<file path="src/sv/bcbr_pkg.sv">
`timescale 1ns / 1ps
`default_nettype none
// ----------------------------------------------------------------------------
// bcbr_pkg
// shared constants, types and helpers for the circle and bar rasterizer
// ----------------------------------------------------------------------------
package bcbr_pkg;

  localparam int SCREEN_COLUMNS = 80;
  localparam int SCREEN_ROWS    = 22;
  localparam int FRAME_SIZE     = SCREEN_COLUMNS * SCREEN_ROWS;
  localparam int ADDR_W         = $clog2(FRAME_SIZE);
  localparam int COL_W          = $clog2(SCREEN_COLUMNS);
  localparam int ROW_W          = $clog2(SCREEN_ROWS);

  typedef enum logic [1:0] {
    FUNC_FILL   = 2'd0,
    FUNC_CIRCLE = 2'd1,
    FUNC_BAR    = 2'd2,
    FUNC_READ   = 2'd3
  } func_t;

  typedef enum logic [2:0] {
    ST_IDLE,
    ST_SETUP,
    ST_SCAN,
    ST_READ0,
    ST_READ1,
    ST_DONE
  } state_t;

  // floor and ceil of a Q.4 value, wide signed
  function automatic logic signed [15:0] floor16(input logic signed [15:0] v);
    floor16 = v >>> 4;
  endfunction

  function automatic logic signed [15:0] ceil16(input logic signed [15:0] v);
    ceil16 = (v + 16'sd15) >>> 4;
  endfunction

endpackage : bcbr_pkg
`default_nettype wire

</file>
<file path="src/sv/bcbr_frame_mem.sv">
`timescale 1ns / 1ps
`default_nettype none
// ----------------------------------------------------------------------------
// bcbr_frame_mem
// one-bit frame store, one write port and one registered read port
// ----------------------------------------------------------------------------
module bcbr_frame_mem
  import bcbr_pkg::*;
(
  input  wire logic              clk,
  input  wire logic              we,
  input  wire logic [ADDR_W-1:0] waddr,
  input  wire logic              wdata,
  input  wire logic [ADDR_W-1:0] raddr,
  output logic                   rdata
);

  logic mem [FRAME_SIZE];

  always_ff @(posedge clk) begin
    if (we) begin
      mem[waddr] <= wdata;
    end
    rdata <= mem[raddr];
  end

endmodule : bcbr_frame_mem
`default_nettype wire

</file>
<file path="config.mk">
export PLATFORM = sky130hd
export DESIGN_NAME = bcbr_frame_mem
export DESIGN_NICKNAME = d
export VERILOG_FILES = /design/src/sv/bcbr_pkg.sv /design/src/sv/bcbr_frame_mem.sv
export SDC_FILE = /design/constraint.sdc
export NUM_CORES = 2
export LEC_CHECK = 0
export ABC_CLOCK_PERIOD_IN_PS = 5600
export BUFFER_PORTS_ARGS = -buffer_cell sky130_fd_sc_hd__buf_2
export CORE_AREA = 4 4 511 513
export DETAILED_ROUTE_END_ITERATION = 12
export DIE_AREA = 0 0 515 517
export MAX_ROUTING_LAYER = met4
export PLACE_DENSITY = 0.5
export SLEW_MARGIN = 5
export SYNTH_ARGS = -nofsm -noshare
export SYNTH_HDL_FRONTEND = slang
export SYNTH_SLANG_ARGS = --single-unit
</file>
<file path="constraint.sdc">
create_clock -name clk -period 5.6 [get_ports clk]
set_clock_uncertainty 0.05 [all_clocks]
set_input_delay 1.12 -clock clk [delete_from_list [all_inputs] [get_ports clk]]
set_output_delay 1.12 -clock clk [all_outputs]
set_load 0.1 [all_outputs]
</file>
After elaboration in Yosys (flattened, before gate mapping)
Memories as Yosys holds them, arrays and structs flattened. A register that Yosys moved wholly into a read port is not among the register bits.
Cells that the tools add are included.

word-level totals
  flip-flop bits (word level) = 0
  bits in writable memories = 1,760
  input port bits = 25
  output and inout bits = 1
  word-level logic and storage cells = 3
  memories = 1

operators by class
  mux-type cells = 2

memory list
  name  depth  width  read ports  clocked after memory_dff  write ports  RTL line              RTL
  mem   1,760  1      1           1                         1            bcbr_frame_mem.sv:18  logic mem [FRAME_SIZE];

operators by type and width
  operator  count
  $mux W1   2

Longest topological paths before layout
  depth in word-level cells = 2
  mapped depth = 15
  depth with buffers taken out = 8

Least setup slack after synthesis
No wires, ideal clock.

  path kind = in2reg
  from = input raddr[0]
  to = register rdata (read register of mem)
  setup time = 0.137 ns
  data arrival time = 3.119 ns
  required time = 5.413 ns
  path slack = 2.294 ns
  cell stages on the path = 12
  buffers on the path = 5
  path through = buf_6 > buf_12 > buf_8 > buf_6 > buf_2 > mux4_2 > a22oi_1 > nand3_1 > nand4b_1 > nand4_1 > nand4_1 > o311ai_1

RTL lines
  item         RTL line              RTL
  from (decl)  bcbr_frame_mem.sv:14  input wire logic [ADDR_W-1:0] raddr,
  to (decl)    bcbr_frame_mem.sv:15  output logic rdata

==> qor.csv <==
stage,metric,value,unit
yosys,Yosys cell types,64,
critical_path,Worst Setup End Kind,register,
final_layout,final cell count without fillers,8770,
floorplanning,I/O pin count,26,
pwr,Reg power frac,52.0,%
critical_path,RR Startpoint,mem[685],
yosys,Post-synth top cells,"nor2_1 (1808), edfxtp_1 (1760), clkbuf_1 (358)",
route,DRC,0,
clock_tree,CTS Buf Count,189,
yosys,Post-Syn Area,0.0768,sq mm
sta,setup TNS,0,ns
critical_path,crit path max fanout,28,
floorplanning,num rows,186,
yosys,Synth Area per Inst,14.4,sq um
global_route,first-pass GRT wire length,335000,um
clock_tree,CTS resizes,0,
clock_tree,hold buffers post-CTS,0,
final_layout,Nets,5247,
hold_path,Worst Hold Depth,3,
floorplanning,Die Ht,517,um
place,Inst Count DP,8414,
critical_path,Register-to-Register Path Depth,9,
global_route,initial antenna violation count,24,
global_route,Total GRT Usage,18.0,%
yosys,ys flop type,edfxtp_1,
hold_path,critical hold path startpoint,waddr[3],
critical_path,critical path launch point type,input port,
clock_tree,root buffer cell,clkbuf_16,
route,Pre-Repair DR Iteration Count,5,
pwr,Switch Pwr,6.39,mW
final_layout,share of cells above drive strength 1,14.3,%
yosys,"Seq/Total Area, Yosys",68.9,%
pwr,clock share of power,42.8,%
critical_path,"Data required, critical path",6.31,ns
yosys,Yosys top cell area share,68.8,%
clock_tree,setup bufs post-CTS,0,
floorplanning,die span in x,515,um
place,Port Buffers,25,
floorplanning,Die Area,0.266,sq mm
clock_tree,CTS H-tree lvls,4,
sta,final hold violations,0,
clock_tree,Worst-Skew Late Latency,0.86,ns
yosys,Post-synth ARST share,0,%
pwr,Internal,21.5,mW
status,status,"finished, final reports clean",
sta,Max Clock Freq,0.239,GHz
route,Routed WL,237000,um
global_route,largest net degree at the start of global routing,255,
sta,unrepaired setup endpoints after global routing,no,
yosys,largest area contributor in the netlist,edfxtp_1,
sta,Setup-failing EPs final,0,
clock_tree,CTS Buffer Depth,3,
place,DPL Wire Length,130000,um
critical_path,CP arrival,4.90,ns
sta,Tcrit/Tclk final,74.8,%
yosys,cell count after synthesis,5340,
final_layout,Synth-to-Final Area Change,12.2,%
route,post-detailed-route count of antenna-violating nets,0,
global_route,vias in the first global route,45700,
route,DR vias,46000,
floorplanning,initial core utilization,30.0,%
pwr,Leak,25.8,nW
pwr,Power Dens Cells,324,mW/mm^2
yosys,Synth area leaders,"edfxtp_1 (69%), nor2_1 (8.8%), mux4_2 (7.6%), mux2i_1 (3.5%), mux4_1 (1.9%)",
final_layout,Final Util,33.6,%
pwr,combinational share of power,5.2,%
clock_tree,clock-pin slew on the worst setup and hold paths,0.06,ns
pwr,peak supply drop,0.240,mV
floorplanning,core area,0.256,sq mm
global_route,grt ovf,0,
sta,Final Max Tran Viols,0,
critical_path,Register-to-Register Setup Slack,2.51,ns
clock_tree,CTS tree,yes,
sta,relative max-transition margin,18.3,%
flow_run,max cap viols,0,
route,initial DRC count,5806,
clock_tree,Num Clock Sinks,1761,
sta,min Tclk post-route,4.19,ns
yosys,"count leader, synth",nor2_1,
critical_path,worst r2r dst,rdata,
route,post-DR vias/cell,5.25,
yosys,"Net Count, Synth",5365,
yosys,Yosys warnings,0,
hold_path,Hold Path End,mem[1064],
sta,Slew @ Worst Pin,1.22,ns
route,drt wl/cell,27.0,um
critical_path,Crit Path Class,input port to register,
place,GPL Wtd Cong,0.781,
yosys,number of synthesized flops with an enable pin,1760,
pwr,Sw Share,22.9,%
hold_path,Tightest Hold Check Type,input port to register,
yosys,#FFs+latches synth,1761,
worst max-delay path by stage:
stage | start | end | slack [ns] | depth (start not counted)
4_1_cts | raddr[0] | rdata | 1.54 | 13
3_3_place_gp | raddr[0] | rdata | 0.44 | 13
2_1_floorplan | raddr[0] | rdata | 2.29 | 12
5_1_grt | raddr[0] | rdata | 1.33 | 13
6_report | raddr[0] | rdata | 1.41 | 13
3_5_place_dp | raddr[0] | rdata | 0.64 | 13
per-layer routing:
metal / vias to the layer above / track usage, % / routed length, um
li1: 19600 / - / -
met1: 24400 / 23.6 / 100000
met2: 1738 / 28.7 / 113000
met3: 320 / 3.46 / 17600
met4: 0 / 4.93 / 6110
met5: - / - / 0
registers in the layout, summed over array words and instances (netlist names):
signal and cells:
rdata 1, mem 1760
power by group through the flow:
stage | Combinational [mW] | Clock, mW | Sequential (mW)
after floorplan | 0.816 | 0 | 14.8
final | 1.45 | 11.9 | 14.5
after CTS | 1.45 | 12.1 | 14.5
after global placement | 1.44 | 0 | 14.8
after global routing | 1.53 | 12.7 | 14.5
after detailed placement | 1.45 | 0 | 14.8
final cells by class:
cell class                 count  area, sq um
antenna                       13         32.5
clock buffer                 240         4920
tap                         3384         4230
fill                       24900       170000
timing repair buffer         208         1880
sequential                  1761        52900
clock inverter               102          893
inverter                       6         27.5
multi-input combinational   3056        21200
cell families after synthesis:
logic type / Yosys count / share of synthesized area [%]
AO/OA/AOI/OAI: 404 / 3.74
buffers and inverters: 523 / 3.84
multiplexers: 585 / 13.0
AND/OR/NAND/NOR: 2067 / 10.5
flip-flops: 1761 / 68.9
cell usage in the layout (no fill, tap or decap), types with 19 or more instances in the layout:
master / instances
nor2_1: 1806
edfxtp_1: 1760
mux2i_1: 268
mux4_2: 258
clkbuf_16: 189
buf_4: 156
o221ai_1: 105
nand2_1: 99
o22ai_1: 75
a22oi_1: 64
a21oi_1: 62
mux4_1: 56
clkbuf_1: 51
clkinv_1: 46
o21ai_0: 38
nand2_4: 33
clkinv_2: 30
nand3_1: 27
buf_12: 27
buf_2: 21
nor3_1: 19
critical path: stages:
cell and delay (ns):
buf_8 0.33, buf_12 0.32, buf_12 0.26, buf_4 0.41, mux2i_1 0.14, o221ai_1 0.25, o22ai_1 0.13, o21ai_0 0.40
nand3_1 0.14, a2111oi_0 0.80, buf_4 0.26, nand4_1 0.09, o311ai_1 0.11
per-stage QoR:
stage / instance area (sq um) / setup slack (ns) / hold WS [ns] / total power, mW
after floorplan: 76800 / 2.29 / 0.837 / 15.6
after global placement: 80200 / 0.436 / 1.10 / 16.2
after detailed placement: 80200 / 0.640 / 1.04 / 16.2
after CTS: 86100 / 1.54 / 0.714 / 28.1
after global routing: 86100 / 1.33 / 0.780 / 28.8
final: 86100 / 1.41 / 0.793 / 27.9
No activity file was read; power rests on OpenSTA's default activity.
